[src/sv/iopr_pkg.sv]
// Shared types, codes and constants of the in-order packet reorder window.
package iopr_pkg;

  localparam int SEQ_WIDTH  = 16;
  localparam int MAX_WINDOW = 64;
  localparam int WIN_BITS   = 7;
  localparam int SB_BITS    = 5;
  localparam int IDX_BITS   = $clog2(MAX_WINDOW);

  // Configuration register indexes.
  localparam logic [1:0] REG_SEQ_BITS = 2'd0;
  localparam logic [1:0] REG_WINDOW   = 2'd1;
  localparam logic [1:0] REG_INIT_EXP = 2'd2;

  // Result outcome codes.
  typedef enum logic [2:0] {
    OUT_DELIVERED = 3'd0,
    OUT_HELD      = 3'd1,
    OUT_OUTSIDE   = 3'd2,
    OUT_DUPLICATE = 3'd3,
    OUT_INVALID   = 3'd4
  } outcome_t;

  // Sequencer states.
  typedef enum logic [2:0] {
    ST_IDLE,
    ST_DIFF,
    ST_CLASS,
    ST_RUN,
    ST_RESTART
  } state_t;

  // Effective configuration seen by the sequencer.
  typedef struct packed {
    logic [SEQ_WIDTH-1:0] mask;
    logic [WIN_BITS-1:0]  win;
    logic [SEQ_WIDTH-1:0] init_exp;
    logic                 restart;
  } cfg_t;

endpackage

[src/sv/in_order_packet_reorder_window.sv]
// Top level: reorder window sequencer with its held-id bitmap and result register.
// A held or dropped id passes through the accept, distance and classify states;
// its result word is loaded once classify finds the output register free.
// A delivering id then starts a run that delivers 1..64 ids, as the run walks
// the held bitmap one bit a cycle, while the output is free, through the shared adder.
// Synchronous reset loads expected id 0 and clears the bitmap; no clearing pass.
module in_order_packet_reorder_window (
  input  logic                           clk,
  input  logic                           rst,
  input  logic                           s_tvalid,
  output logic                           s_tready,
  input  logic [15:0]                    s_tdata,   // [15:0] packet_id
  output logic                           m_tvalid,
  input  logic                           m_tready,
  output logic [31:0]                    m_tdata,   // [15:0] seq_id, [31:16] next_expected
  output logic [2:0]                     m_tuser,   // [2:0] outcome
  output logic                           m_tlast,
  input  logic                           cfg_we,
  input  logic [1:0]                     cfg_index,
  input  logic [iopr_pkg::SEQ_WIDTH-1:0] cfg_data
);
  import iopr_pkg::*;

  cfg_t                 cfg;
  state_t               state, state_next;
  logic [SEQ_WIDTH-1:0] expected_id, expected_id_next;
  logic [MAX_WINDOW-1:0] held_map, held_map_next;
  logic [SEQ_WIDTH-1:0] id_reg, id_reg_next;
  logic [SEQ_WIDTH-1:0] diff, diff_next;
  logic                 invalid, invalid_next;
  logic                 out_valid_next;
  outcome_t             out_outcome, out_outcome_next;
  logic [SEQ_WIDTH-1:0] out_id, out_id_next;
  logic [SEQ_WIDTH-1:0] out_nxt, out_nxt_next;
  logic                 out_last, out_last_next;
  logic                 out_free;
  logic [SEQ_WIDTH-1:0] unit_a, unit_b, unit_sum;
  logic                 unit_sub;
  logic [IDX_BITS-1:0]  hold_idx;

  iopr_cfg u_cfg (
    .clk       (clk),
    .rst       (rst),
    .cfg_we    (cfg_we),
    .cfg_index (cfg_index),
    .cfg_data  (cfg_data),
    .cfg       (cfg)
  );

  // Shared add/subtract unit, result reduced to the sequence space.
  assign unit_sum = (unit_sub ? (unit_a - unit_b) : (unit_a + unit_b)) & cfg.mask;

  assign out_free = !m_tvalid || m_tready;
  assign s_tready = (state == ST_IDLE);
  assign hold_idx = diff[IDX_BITS-1:0];

  // Sequencer: next state, datapath updates and result register loads.
  always_comb begin
    state_next       = state;
    expected_id_next = expected_id;
    held_map_next    = held_map;
    id_reg_next      = id_reg;
    diff_next        = diff;
    invalid_next     = invalid;
    out_valid_next   = m_tvalid && !m_tready;
    out_outcome_next = out_outcome;
    out_id_next      = out_id;
    out_nxt_next     = out_nxt;
    out_last_next    = out_last;
    unit_a           = expected_id;
    unit_b           = SEQ_WIDTH'(1);
    unit_sub         = 1'b0;

    unique case (state)
      ST_IDLE: begin
        if (s_tvalid) begin
          id_reg_next = s_tdata;
          state_next  = ST_DIFF;
        end
      end
      ST_DIFF: begin
        // Modular distance from the expected id, plus the range check.
        unit_a       = id_reg;
        unit_b       = expected_id;
        unit_sub     = 1'b1;
        diff_next    = unit_sum;
        invalid_next = (id_reg & ~cfg.mask) != '0;
        state_next   = ST_CLASS;
      end
      ST_CLASS: begin
        if (invalid || diff >= SEQ_WIDTH'(cfg.win) || diff != '0) begin
          if (out_free) begin
            out_valid_next = 1'b1;
            out_id_next    = id_reg;
            out_nxt_next   = expected_id;
            out_last_next  = 1'b1;
            if (invalid) begin
              out_outcome_next = OUT_INVALID;
            end else if (diff >= SEQ_WIDTH'(cfg.win)) begin
              out_outcome_next = OUT_OUTSIDE;
            end else if (held_map[hold_idx]) begin
              out_outcome_next = OUT_DUPLICATE;
            end else begin
              out_outcome_next        = OUT_HELD;
              held_map_next[hold_idx] = 1'b1;
            end
            state_next = ST_IDLE;
          end
        end else begin
          state_next = ST_RUN;
        end
      end
      ST_RUN: begin
        // Deliver one id a cycle, while the output is free, as long as the following id is held.
        if (out_free) begin
          out_valid_next   = 1'b1;
          out_outcome_next = OUT_DELIVERED;
          out_id_next      = expected_id;
          out_nxt_next     = unit_sum;
          out_last_next    = !held_map[1];
          expected_id_next = unit_sum;
          held_map_next    = held_map >> 1;
          if (!held_map[1]) begin
            state_next = ST_IDLE;
          end
        end
      end
      ST_RESTART: begin
        expected_id_next = cfg.init_exp & cfg.mask;
        held_map_next    = '0;
        state_next       = ST_IDLE;
      end
      default: state_next = ST_IDLE;
    endcase

    // A write to a known register restarts the window with the new settings.
    if (cfg.restart) begin
      state_next = ST_RESTART;
    end
  end

  // Control state.
  always_ff @(posedge clk) begin
    if (rst) begin
      state       <= ST_IDLE;
      expected_id <= '0;
      held_map    <= '0;
      m_tvalid    <= 1'b0;
    end else begin
      state       <= state_next;
      expected_id <= expected_id_next;
      held_map    <= held_map_next;
      m_tvalid    <= out_valid_next;
    end
  end

  // Payload registers.
  always_ff @(posedge clk) begin
    id_reg      <= id_reg_next;
    diff        <= diff_next;
    invalid     <= invalid_next;
    out_outcome <= out_outcome_next;
    out_id      <= out_id_next;
    out_nxt     <= out_nxt_next;
    out_last    <= out_last_next;
  end

  assign m_tdata = {out_nxt, out_id};
  assign m_tuser = out_outcome;
  assign m_tlast = out_last;

endmodule

[src/sv/iopr_cfg.sv]
// Configuration registers and the derived sequence mask and window width.
module iopr_cfg (
  input  logic                          clk,
  input  logic                          rst,
  input  logic                          cfg_we,
  input  logic [1:0]                    cfg_index,
  input  logic [iopr_pkg::SEQ_WIDTH-1:0] cfg_data,
  output iopr_pkg::cfg_t                cfg
);
  import iopr_pkg::*;

  logic [SB_BITS-1:0]   seq_bits;
  logic [WIN_BITS-1:0]  window_size;
  logic [SEQ_WIDTH-1:0] initial_expected;
  logic [SB_BITS-1:0]   sb_eff;
  logic [SEQ_WIDTH-1:0] mask;
  logic [WIN_BITS-1:0]  win_clamp;
  logic [WIN_BITS-1:0]  win_lim;

  // Register writes; an unknown index is ignored.
  always_ff @(posedge clk) begin
    if (rst) begin
      seq_bits         <= SB_BITS'(8);
      window_size      <= WIN_BITS'(8);
      initial_expected <= '0;
    end else if (cfg_we) begin
      unique case (cfg_index)
        REG_SEQ_BITS: seq_bits         <= cfg_data[SB_BITS-1:0];
        REG_WINDOW:   window_size      <= cfg_data[WIN_BITS-1:0];
        REG_INIT_EXP: initial_expected <= cfg_data;
        default: ;
      endcase
    end
  end

  // Clamp the sequence width and build the id mask.
  always_comb begin
    if (seq_bits == '0) begin
      sb_eff = SB_BITS'(1);
    end else if (seq_bits > SB_BITS'(SEQ_WIDTH)) begin
      sb_eff = SB_BITS'(SEQ_WIDTH);
    end else begin
      sb_eff = seq_bits;
    end
    mask = {SEQ_WIDTH{1'b1}} >> (SB_BITS'(SEQ_WIDTH) - sb_eff);
  end

  // Clamp the window to one..MAX_WINDOW and below the space size.
  always_comb begin
    if (window_size == '0) begin
      win_clamp = WIN_BITS'(1);
    end else if (window_size > WIN_BITS'(MAX_WINDOW)) begin
      win_clamp = WIN_BITS'(MAX_WINDOW);
    end else begin
      win_clamp = window_size;
    end
    win_lim = (mask < SEQ_WIDTH'(MAX_WINDOW)) ? mask[WIN_BITS-1:0] : WIN_BITS'(MAX_WINDOW);
  end

  assign cfg.mask     = mask;
  assign cfg.win      = (win_clamp > win_lim) ? win_lim : win_clamp;
  assign cfg.init_exp = initial_expected;
  assign cfg.restart  = cfg_we &&
                        (cfg_index inside {REG_SEQ_BITS, REG_WINDOW, REG_INIT_EXP});

endmodule
[config.mk]
export PLATFORM = sky130hd
export DESIGN_NAME = in_order_packet_reorder_window
export DESIGN_NICKNAME = d
export VERILOG_FILES = /design/src/sv/iopr_pkg.sv /design/src/sv/in_order_packet_reorder_window.sv /design/src/sv/iopr_cfg.sv
export SDC_FILE = /design/constraint.sdc
export NUM_CORES = 1
export LEC_CHECK = 0
export BUFFER_PORTS_ARGS = -buffer_cell sky130_fd_sc_hd__buf_2
export CAP_MARGIN = 15
export CORE_MARGIN = 5
export CORE_UTILIZATION = 35
export CTS_CLUSTER_SIZE = 8
export DETAILED_ROUTE_END_ITERATION = 8
export SETUP_SLACK_MARGIN = 0.15
export SKIP_CTS_REPAIR_TIMING = 1
export SYNTH_ARGS = -nofsm -noshare
export SYNTH_HDL_FRONTEND = slang
export SYNTH_SLANG_ARGS = --single-unit
[constraint.sdc]
create_clock -name clk -period 9.7 [get_ports clk]
set_input_delay 1.455 -clock clk [delete_from_list [all_inputs] [get_ports clk]]
set_output_delay 1.455 -clock clk [all_outputs]
set_load 0.005 [all_outputs]
After elaboration in Yosys (flattened, before gate mapping) --
Index checks and enable logic that the tools add are counted. W data, S select, Z words.
Word-level totals: flip-flop bits (word level) 181, output and inout bits 38
Cells by class: add/sub/neg operators 3, order comparisons 7, eq/ne operators 19, shift operators 1, mux-type cells 49, bitwise operators 5, reduce and logical (&&, ||, !) cells 29
Operators by type and width (number):
- $mux W64 | 6
- $pmux W64 S3 | 1
- $mux W16 | 8
- $pmux W16 S2 | 3
- $or A64 B64 Y64 | 1
- $and A16 B16 Y16 | 3
- $reduce_bool A16 Y1 | 2
- $mux W7 | 4
- $mux W3 | 9
- $add A16 B16 Y16 | 1
- $ge A16 B7 Y1 | 1
- $lt A16 B7 Y1 const B | 1
- $ne A2 B2 Y1 const B | 8
- $not A16 Y16 | 1
- $shr A16 B5 Y16 const A | 1
- $sub A16 B16 Y16 | 1
- $pmux W3 S4 | 1
- $reduce_and A4 Y1 | 3
- $mux W5 | 2
- $reduce_and A2 Y1 | 5
- $ne A3 B3 Y1 const B | 3
- $mux W1 | 8
- $gt A7 B7 Y1 | 1
- $gt A7 B7 Y1 const B | 1
- 27 further kinds | 38

Logic depth before layout (Yosys ltp) --
Gate-level depths: netlist of the first run.
word-level depth 15, depth in mapped cells 33, gate-level depth less buffers 30

Modules after synthesis --
Synthesis of the first run repeated with hierarchy kept, for this count alone.
Unflattened totals: cell total of the unflattened synthesis 1218, area total of the unflattened synthesis 10510.1 um^2
By module, submodules not included:
- in_order_packet_reorder_window | instances 1, cells each 1008, area each 8839.7 um^2, sequential area each 3753.6 um^2
- iopr_cfg | instances 1, cells each 210, area each 1670.4 um^2, sequential area each 560.5 um^2

Least setup slack after synthesis of the first run --
No wires, ideal clock.
path kind flip-flop to flip-flop, from register u_cfg.seq_bits[4], to register out_last, in the netlist m_tlast, enable pin, data arrival time 6.107 ns, required time 9.271 ns, slack 3.164 ns, stages on the path, launching flop included 26, buffers on the path 3, path through dfxtp_1 clkbuf_1 clkbuf_1 nand2b_1 ha_1 clkbuf_1 mux2_2 o21a_1 nor2_1 inv_1 ha_1 nor2b_1 o21a_1 o21ai_0 nand2b_1 a21oi_1 o21a_1 a41oi_1 mux2i_1 ha_1 nand2b_1 a21o_1 a21oi_1 o211ai_1 nor3_1 nor2_1
On the way: word-level cells in the longest chain between the ends 14
RTL lines:
- start, declared | RTL line iopr_cfg.sv:12 | logic [SB_BITS-1:0] seq_bits;
- start signal, assigned | RTL line iopr_cfg.sv:28 | REG_SEQ_BITS: seq_bits <= cfg_data[SB_BITS-1:0];
- $gt A5 B5 Y1 | RTL line iopr_cfg.sv:40 | end else if (seq_bits > SB_BITS'(SEQ_WIDTH)) begin
- $mux W5 | RTL line iopr_cfg.sv:40
- $mux W5 (*) | RTL line iopr_cfg.sv:38 | if (seq_bits == '0) begin
- $sub A5 B5 Y5 (*) | RTL line iopr_cfg.sv:45 | mask = {SEQ_WIDTH{1'b1}} >> (SB_BITS'(SEQ_WIDTH) - sb_eff);
- $shr A16 B5 Y16 (*) | RTL line iopr_cfg.sv:45
- $lt A16 B7 Y1 | RTL line iopr_cfg.sv:57 | win_lim = (mask < SEQ_WIDTH'(MAX_WINDOW)) ? mask[WIN_BITS-1:0] : WIN_BITS'(MAX_WINDOW);
- $mux W7 (*) | RTL line iopr_cfg.sv:57
- $gt A7 B7 Y1 | RTL line iopr_cfg.sv:61 | assign cfg.win = (win_clamp > win_lim) ? win_lim : win_clamp;
- $mux W7 (*) | RTL line iopr_cfg.sv:61
- $ge A16 B7 Y1 (*) | RTL line in_order_packet_reorder_window.sv:91 | if (invalid || diff >= SEQ_WIDTH'(cfg.win) || diff != '0) begin
- $logic_or A1 B1 Y1 (*) (2 in series) | RTL line in_order_packet_reorder_window.sv:91
- $ne A2 B2 Y1 (no line) (*)
- $reduce_and A4 Y1 (no line) (*)
- end signal, assigned | RTL line in_order_packet_reorder_window.sv:165 | out_last <= out_last_next;
- end, declared | RTL line in_order_packet_reorder_window.sv:35 | logic out_last, out_last_next;
Mark *: on every way between the ends. The rest lies on a longest branch, timed or not. A chain may end at the register's enable or synchronous reset.

Worst setup path after layout of the first run --
from register u_cfg.seq_bits[3], to register held_map[2]
On the way: word-level cells in the longest chain between the ends 14
RTL lines:
- $gt A5 B5 Y1 | RTL line iopr_cfg.sv:40
- $mux W5 | RTL line iopr_cfg.sv:40
- $mux W5 (*) | RTL line iopr_cfg.sv:38
- $sub A5 B5 Y5 (*) | RTL line iopr_cfg.sv:45
- $shr A16 B5 Y16 (*) | RTL line iopr_cfg.sv:45
- $lt A16 B7 Y1 | RTL line iopr_cfg.sv:57
- $mux W7 (*) | RTL line iopr_cfg.sv:57
- $gt A7 B7 Y1 | RTL line iopr_cfg.sv:61
- $mux W7 (*) | RTL line iopr_cfg.sv:61
- $ge A16 B7 Y1 (*) | RTL line in_order_packet_reorder_window.sv:91, in_order_packet_reorder_window.sv:99
- $logic_or A1 B1 Y1 (2 in series) | RTL line in_order_packet_reorder_window.sv:91
- $ne A2 B2 Y1 (no line)
- $reduce_and A7 Y1 (no line) (*)
- end signal, assigned | RTL line in_order_packet_reorder_window.sv:152 | held_map <= held_map_next;
- end, declared | RTL line in_order_packet_reorder_window.sv:27 | logic [MAX_WINDOW-1:0] held_map, held_map_next;
Marks and branches as above.

==> results of run 1 <==
layout by cell type, fill, tap and decap left out, types with 9 or more instances in the layout:
master / count
nand2_1: 244
nor2_1: 146
a21oi_1: 121
dfxtp_1: 112
mux2i_1: 87
o21ai_0: 82
buf_2: 75
edfxtp_1: 69
ha_1: 32
inv_1: 23
nor3_1: 19
nor2b_1: 18
clkbuf_16: 17
nand2b_1: 14
o21a_1: 11
buf_4: 11
o31ai_1: 10
xnor2_1: 9
where the power goes:
part           total [µW]  switching (µW)  internal [µW]
sequential            828            20.9            807
combinational         217             139           78.8
clock                 726             355            371
total                1770             515           1260
critical path: cells and delay by family, from the launching register on:
family	cells	cell delay [ns]
AOI/OAI and AO/OA	11	2.24
adders and majority gates	3	0.87
buffers and inverters	3	0.95
DFF	1	0.39
muxes	2	0.47
and+or+nand+nor	11	1.44
how the worst max path moves through the flow:
| stage | from | endpoint | slack, ns | depth (start not counted) |
|---|---|---|---|---|
| 5_1_grt | u_cfg.seq_bits[2] | held_map[42] | 2.48 | 31 |
| 6_report | u_cfg.seq_bits[3] | held_map[2] | 3.09 | 30 |
| 3_5_place_dp | u_cfg.seq_bits[2] | held_map[53] | 3.26 | 30 |
| 3_3_place_gp | u_cfg.seq_bits[2] | held_map[51] | 3.39 | 30 |
| 2_1_floorplan | u_cfg.seq_bits[4] | m_tlast | 3.16 | 25 |
| 4_1_cts | u_cfg.seq_bits[2] | held_map[53] | 3.14 | 30 |
cells by family after synthesis:
logic type / count (synthesis)
adder cells (fa/ha/maj): 33
buffers and inverters: 95
AND/OR/NAND/NOR: 494
multiplexers: 100
AO/OA/AOI/OAI: 295
flip-flops: 181
XOR/XNOR: 11
final cells by class:
type                    count  area [µm²]
fillers                  3013       17900
well taps                 390         488
repair buffers             87         478
flip-flops and latches    181        4310
inverters                  24        90.1
clock buffers              17         425
clock inverters            15         186
multi-input cells         933        5560
stage by stage:
step	setup WS (ns)	cell area, µm²	power, µW	hold WS [ns]
after CTS	3.14	11500	1780	0.464
after global routing	2.48	11500	1830	0.487
final	3.09	11500	1770	0.461
after floorplan	3.16	10400	995	0.432
after global placement	3.39	10900	1060	0.447
after detailed placement	3.26	10900	1060	0.452
metal layers:
layer | GRT usage [%] | vias to the layer above
li1 | - | 4335
met1 | 26.0 | 4262
met2 | 26.6 | 307
met3 | 2.73 | 46
met4 | 4.74 | 0
met5 | 0 | -
==> impl_metrics.json, run 1 <==
{
  "drive_above_1_share_pct": 11.5,
  "synth-main-ff-cell": "dfxtp_1",
  "ant_nets": 0,
  "synthMostInstantiatedCell": "nand2_1",
  "grt_pass1_vias": 8383,
  "viasPerCell": 5.43,
  "r2r_slack_ns": 3.09,
  "wl_per_cell_um": 17.9,
  "pwr_density_cell_nw_per_um2": 153,
  "cp_slowest_cell": "buf_4",
  "setup_violations": 0,
  "syn_inst": 1209,
  "diodes": 0,
  "rsz0062_at_grt": "false",
  "timing.fmax_ghz": 0.151,
  "critPathLaunchType": "flop",
  "synth_seq_area_share_pct": 41.6,
  "worst_clock_skew_ns": 0.0161,
  "synth_top_area_share_pct": 21.6,
  "clk_pin_slew_worst_paths_ns": 0.08,
  "endpoint_kind": "flop",
  "grt_use_total_pct": 17.5,
  "wl_met2_um": 12900,
  "gp_congestion": 0.964,
  "dp_cells": 1614,
  "cp_common_cell": "nor2_1",
  "setup-tns-final_ns": 0,
  "clkLatencyLatePin_ns": 0.45,
  "num_io_pins": 77,
  "dieArea_um2": 33200,
  "cts_buffer_depth": 2,
  "grt_antenna_before_repair": 0,
  "drv_cap": 0,
  "drt-initial-drc-count": 1049,
  "path_class": "flop to flop",
  "ys_ff_latch": 181,
  "hpwl_um": 19700,
  "ys_types": 74,
  "yosys-top-cells-area": "dfxtp_1 22%, edfxtp_1 20%, nand2_1 8.8%",
  "synth_top_family_by_area": "simple AND/OR/NAND/NOR gates",
  "synthSimpleGateAreaFrac_pct": 20.7,
  "report.final.slew_viol_count": 0,
  "htree_levels": 4,
  "critPathArrivalTime_ns": 6.90,
  "vias": 8950,
  "ys_warn_count": 0,
  "reg2reg_from": "u_cfg.seq_bits[3]",
  "grt_pass1_wl_um": 46900,
  "hold_depth": 2,
  "post-route-util_pct": 39.2,
  "min_from": "u_cfg.initial_expected[3]",
  "synth_area_leader_cell": "dfxtp_1",
  "synthesis.area_um2": 10400,
  "path_max_fanout": 63,
  "worstHoldEndpoint": "u_cfg.initial_expected[3]",
  "finalCritPeriodShare_pct": 68.1,
  "num_rows": 63,
  "synth_xor_area_share_pct": 0.928,
  "root_buffer": "clkbuf_16",
  "synth_nets": 1281,
  "rr_endpoint": "held_map[2]",
  "cts_tree": "yes",
  "synth_edf_count": 69,
  "numCtsBuffers": 17,
  "synth_compound_area_share_pct": 16.9,
  "io_buffers": 76,
  "netlist_top_cells_count": "244 x nand2_1, 147 x nor2_1, 121 x a21oi_1",
  "synth_adder_area_share_pct": 4.05,
  "dr.pass1.iters": 6,
  "initial_core_util_pct": 35.2,
  "final_cells": 1647,
  "largest_reg_flops": 64,
  "min_path_type": "flop to flop",
  "finalHoldViolations": 0,
  "crit_path_max_incr_delay_ns": 0.81,
  "drc": 0,
  "largest-register": "held_map",
  "grt_start_max_net_pins": 89,
  "syn_avg_cell_area_um2": 8.58,
  "highest_layer": "met4",
  "syn_to_final_growth_pct": 11.2,
  "grt_overflow_total": 0,
  "synthArstFlopShare_pct": 0,
  "worst_pin_slew_ns": 1.20,
  "drt-total-wl_um": 29500,
  "required_ns": 9.99,
  "ir_drop_mv": 0.120,
  "fin_nets": 1316,
  "dr_wl_met3_um": 1940,
  "p_leak_uw": 0.00473,
  "dieWidth_um": 182,
  "core-area_um2": 29500,
  "wl_met1_um": 14200,
  "max_slew_margin_pct": 20.0,
  "period_needed_ns": 6.61,
  "clkSinkCount": 181,
  "status": "finished clean",
  "synthMuxAreaShare_pct": 10.9,
  "die_height_um": 182,
  "r2r_cells": 30
}
No activity file was read; power rests on OpenSTA's default activity.
==> run 2: changes to the inputs <==
clock period = 6 ns   (was 9.7 ns; I/O delays follow)
==> impl_metrics.json, run 2 (synthesized netlist as in run 1, its figures left out) <==
{
  "initial_core_util_pct": 35.2,
  "rsz0062_at_grt": "false",
  "largest_reg_flops": 64,
  "path_buf_inv": 5,
  "drive_above_1_share_pct": 14.1,
  "nFillCells": 3033,
  "dr.pass1.iters": 5,
  "dieWidth_um": 182,
  "dp_cells": 1632,
  "fin_nets": 1349,
  "io_buffers": 76,
  "min_from": "u_cfg.initial_expected[3]",
  "critPathLaunchType": "flop",
  "drt-total-wl_um": 30200,
  "drv_cap": 0,
  "ir_drop_mv": 0.179,
  "gp_congestion": 0.947,
  "path_depth": 30,
  "pwr_density_cell_nw_per_um2": 246,
  "finalHoldViolations": 0,
  "max_slew_margin_pct": 23.4,
  "largest-register": "held_map",
  "final_cell_mix": "244 x nand2_1, 145 x nor2_1, 120 x a21oi_1",
  "finalCritPeriodShare_pct": 88.6,
  "numCtsBuffers": 17,
  "final_cells": 1680,
  "core-area_um2": 29500,
  "diodes": 0,
  "path_max_fanout": 24,
  "path_class": "flop to flop",
  "min_path_type": "flop to flop",
  "cts_buffer_depth": 2,
  "report.final.slew_viol_count": 0,
  "syn_to_final_growth_pct": 14.7,
  "hold_depth": 2,
  "setup_violations": 0,
  "period_needed_ns": 5.32,
  "wl_per_cell_um": 18.0,
  "drc": 0,
  "clkSinkCount": 181,
  "root_buffer": "clkbuf_16",
  "critPathArrivalTime_ns": 5.62,
  "viasPerCell": 5.43,
  "timing.fmax_ghz": 0.188,
  "drt-initial-drc-count": 1013,
  "cp_slowest_cell": "or4_1",
  "grt_pass1_vias": 8346,
  "final_common_cell": "nand2_1",
  "grt_start_max_net_pins": 89,
  "hpwl_um": 20300,
  "power_uw": 2930,
  "p_leak_uw": 0.00493,
  "critPathTopFamily": "simple AND/OR/NAND/NOR gates",
  "endpoint_kind": "flop",
  "clkLatencyLatePin_ns": 0.46,
  "cts_tree": "yes",
  "required_ns": 6.30,
  "grt_pass1_wl_um": 47400,
  "grt_overflow_total": 0,
  "crit_path_max_incr_delay_ns": 0.47,
  "worst_pin_slew_ns": 1.15,
  "critPathLaunch": "u_cfg.seq_bits[1]",
  "grt_use_total_pct": 17.9,
  "num_rows": 63,
  "status": "finished clean",
  "die_height_um": 182,
  "worst_clock_skew_ns": 0.0194,
  "vias": 9125,
  "dieArea_um2": 33200,
  "grt_antenna_before_repair": 0,
  "num_io_pins": 77,
  "htree_levels": 4,
  "r2r_cells": 30,
  "clk_pin_slew_worst_paths_ns": 0.09,
  "cp_common_cell": "nor2_1",
  "reg2reg_from": "u_cfg.seq_bits[1]",
  "ant_nets": 0
}
-- run 2: tightest hold or removal path: stages (launching register included) --
cell	delay (ns)
dfxtp_1	0.32
nand2_1	0.05
a21oi_1	0.05
-- run 2: layout make-up --
cell class / instances / area [µm²] / area share (%)
Multi-Input combinational cell: 933 / 5600 / 47.1
Sequential cell: 181 / 4310 / 36.2
Timing Repair Buffer: 120 / 763 / 6.41
Tap cell: 390 / 488 / 4.10
Clock buffer: 17 / 425 / 3.57
Clock inverter: 15 / 220 / 1.85
Inverter: 24 / 90.1 / 0.757
-- run 2: where the power goes --
| part | internal, µW | switching [µW] | total (µW) |
|---|---|---|---|
| combinational | 155 | 238 | 393 |
| clock | 585 | 620 | 1200 |
| sequential | 1300 | 30.3 | 1340 |
-- run 2: final timing paths --
path | end | slack [ns]
setup reg to reg | held_map[34] | 0.68
hold / removal | u_cfg.initial_expected[3] | 0.46
setup / recovery | held_map[34] | 0.68
hold reg to reg | u_cfg.initial_expected[3] | 0.46
-- run 2: routing by layer --
layer	global-route usage (%)	part of all wire, %
met1	27.0	49
met4	4.47	1.3
met2	26.8	43
met3	2.79	6.6
met5	0	0
-- run 2: stage by stage --
stage / hold slack (ns) / util (%) / area, µm² / TNS, ns / worst slack, ns
after floorplan: 0.432 / - / 10400 / 0 / 0.435
after global placement: 0.445 / 37.6 / 11100 / 0 / 0.116
after detailed placement: 0.449 / 37.6 / 11100 / -3.10 / -0.0597
after CTS: 0.461 / 39.7 / 11700 / -4.63 / -0.0765
after global routing: 0.490 / 40.4 / 11900 / 0 / 0.162
final: 0.463 / 40.4 / 11900 / 0 / 0.684
==> run 3: changes to the inputs <==
GPL_TIMING_DRIVEN = 0   (was default)
SYNTH_HIERARCHICAL = 1   (was default)
==> impl_metrics.json, run 3 <==
{
  "status": "finished clean",
  "placed_cell_area_um2": 11400,
  "clkSinkCount": 181,
  "initial_core_util_pct": 35.5,
  "dieArea_um2": 33600,
  "ant_nets": 0,
  "cts_tree": "yes",
  "regArea_um2": 4310,
  "clkLatencyLatePin_ns": 0.45,
  "period_needed_ns": 5.42,
  "vias": 9374,
  "synth_edf_count": 69,
  "final_cell_mix": "188 x nand2_1, 130 x nor2_1, 115 x a21oi_1",
  "syn_to_final_growth_pct": 14.6,
  "critPathLaunchType": "flop",
  "largest_reg_flops": 64,
  "endpoint_kind": "flop",
  "ir_drop_mv": 0.209,
  "worst_clock_skew_ns": 0.0165,
  "setup_violations": 0,
  "rsz0062_at_grt": "false",
  "largest-register": "held_map",
  "synthMostInstantiatedCell": "nand2_1",
  "clock_power_share_pct": 40.3,
  "r2r_cells": 25,
  "synthesis.area_um2": 10500,
  "multiInputGateArea_um2": 5520,
  "grt_overflow_total": 0,
  "num_io_pins": 77,
  "cts_buffer_depth": 2,
  "synth_area_leader_cell": "dfxtp_1",
  "min_from": "u_cfg/initial_expected[4]",
  "drt-initial-drc-count": 691,
  "drc": 0,
  "numCtsBuffers": 17,
  "critPathArrivalTime_ns": 5.74,
  "synth_seq_area_share_pct": 41.0,
  "yosys-top-cells-area": "dfxtp_1 21%, edfxtp_1 20%, mux2i_1 7.6%",
  "p_leak_uw": 0.00502,
  "final_common_cell": "nand2_1",
  "design_area_um2": 12000,
  "grt_pass1_wl_um": 49400,
  "wl_per_cell_um": 18.4,
  "pwr_density_cell_nw_per_um2": 237,
  "hold_depth": 2,
  "drv_cap": 0,
  "path_max_fanout": 10,
  "nFillCells": 3058,
  "setup_slack_ns": 0.582,
  "min_path_type": "flop to flop",
  "dieWidth_um": 183,
  "diodes": 0,
  "synthArstFlopShare_pct": 0,
  "hold_ws_ns": 0.466,
  "clk_pin_slew_worst_paths_ns": 0.08,
  "power_switching_uw": 849,
  "r2r_slack_ns": 0.58,
  "netlist_top_cells_count": "188 x nand2_1, 131 x nor2_1, 116 x a21oi_1",
  "path_class": "flop to flop",
  "swShare_pct": 29.7,
  "hpwl_um": 23000,
  "dr.pass1.iters": 5,
  "p_int_uw": 2010,
  "synth_top_area_share_pct": 21.3,
  "synth_nets": 1290,
  "viasPerCell": 5.46,
  "synth-main-ff-cell": "dfxtp_1",
  "timing.fmax_ghz": 0.185,
  "report.final.slew_viol_count": 0,
  "max_slew_margin_pct": 24.7,
  "critPathLaunch": "u_cfg/seq_bits[2]",
  "die_height_um": 183,
  "gp_congestion": 0.933,
  "root_buffer": "clkbuf_16",
  "required_ns": 6.32,
  "finalHoldViolations": 0,
  "grt_antenna_before_repair": 0,
  "ys_types": 85,
  "syn_inst": 1218,
  "io_buffers": 76,
  "core-area_um2": 29600,
  "drive_above_1_share_pct": 13.1,
  "ys_ff_latch": 181,
  "htree_levels": 4,
  "drt-total-wl_um": 31500,
  "dp_slack_ns": 0.371,
  "seq_power_share_pct": 46.6,
  "finalCritPeriodShare_pct": 90.3,
  "num_rows": 63,
  "grt_start_max_net_pins": 24,
  "power_frac_comb_pct": 13.1,
  "reg2reg_from": "u_cfg/seq_bits[2]",
  "grt_use_total_pct": 18.5,
  "ys_warn_count": 6,
  "syn_avg_cell_area_um2": 8.63,
  "grt_pass1_vias": 8961,
  "fin_nets": 1387,
  "worst_pin_slew_ns": 1.13
}
run 3: kinds of logic after synthesis:
kind of cell / count (synthesis) / share of synthesized area, %
buf+inv: 140 / 6.70
fa+ha+maj: 33 / 4.00
xor+xnor: 12 / 1.00
simple gates: 428 / 18.2
mux: 100 / 10.6
flops: 181 / 41.0
compound gates: 324 / 18.5
run 3: area by class of cell:
class / count / share of cell area (%)
clock inverters: 15 / 1.48
repair buffers: 78 / 3.43
well taps: 390 / 4.05
inverters: 63 / 1.96
plain buffers: 77 / 3.89
multi-input cells: 897 / 45.8
clock buffers: 17 / 3.53
flip-flops and latches: 181 / 35.8
run 3: worst paths after layout:
kind / end
worst min-delay path: u_cfg/initial_expected[4]
worst min register to register: u_cfg/initial_expected[4]
worst max register to register: held_map[32]
worst max-delay path: held_map[32]
run 3: critical path, cell delays in order (launching register included):
cell and delay (ns):
dfxtp_1 0.33, clkbuf_8 0.16, nor3_1 0.17, o21ai_1 0.12
ha_1 0.31, clkbuf_8 0.15, nor3b_1 0.06, or3_4 0.37
inv_1 0.09, o31ai_1 0.10, ha_1 0.19, a21oi_1 0.11
o21ai_0 0.20, o22ai_4 0.35, mux2i_1 0.25, inv_1 0.06
ha_1 0.30, a211oi_1 0.22, o21ai_1 0.14, a311o_1 0.42
a221oi_2 0.43, o22ai_4 0.13, buf_12 0.19, buf_12 0.15
mux2i_1 0.18, nor2_1 0.07
run 3: stage by stage:
step	util [%]	cells	TNS (ns)	total power, µW
2_1_floorplan	-	1218	0	1610
3_3_place_gp	38.4	1684	-37.36	1720
3_5_place_dp	38.5	1685	0	1730
4_1_cts	40.6	1717	0	2870
5_1_grt	40.6	1718	0	2960
6_report	40.6	1718	0	2860
run 3: power by group through the flow:
stage	clock, µW	combinational [µW]	sequential [µW]
after floorplan	0	257	1350
after global routing	1220	407	1340
final	1150	374	1330
after detailed placement	0	365	1360
after global placement	0	361	1360
after CTS	1170	367	1330
run 3: per-layer routing:
layer | up-vias | routed length [µm] | track usage [%]
met2 | 327 | 14300 | 29.6
met5 | - | 0 | 0
met1 | 4478 | 14400 | 25.2
li1 | 4505 | - | -
met4 | 0 | 1090 | 7.03
met3 | 64 | 1740 | 2.96
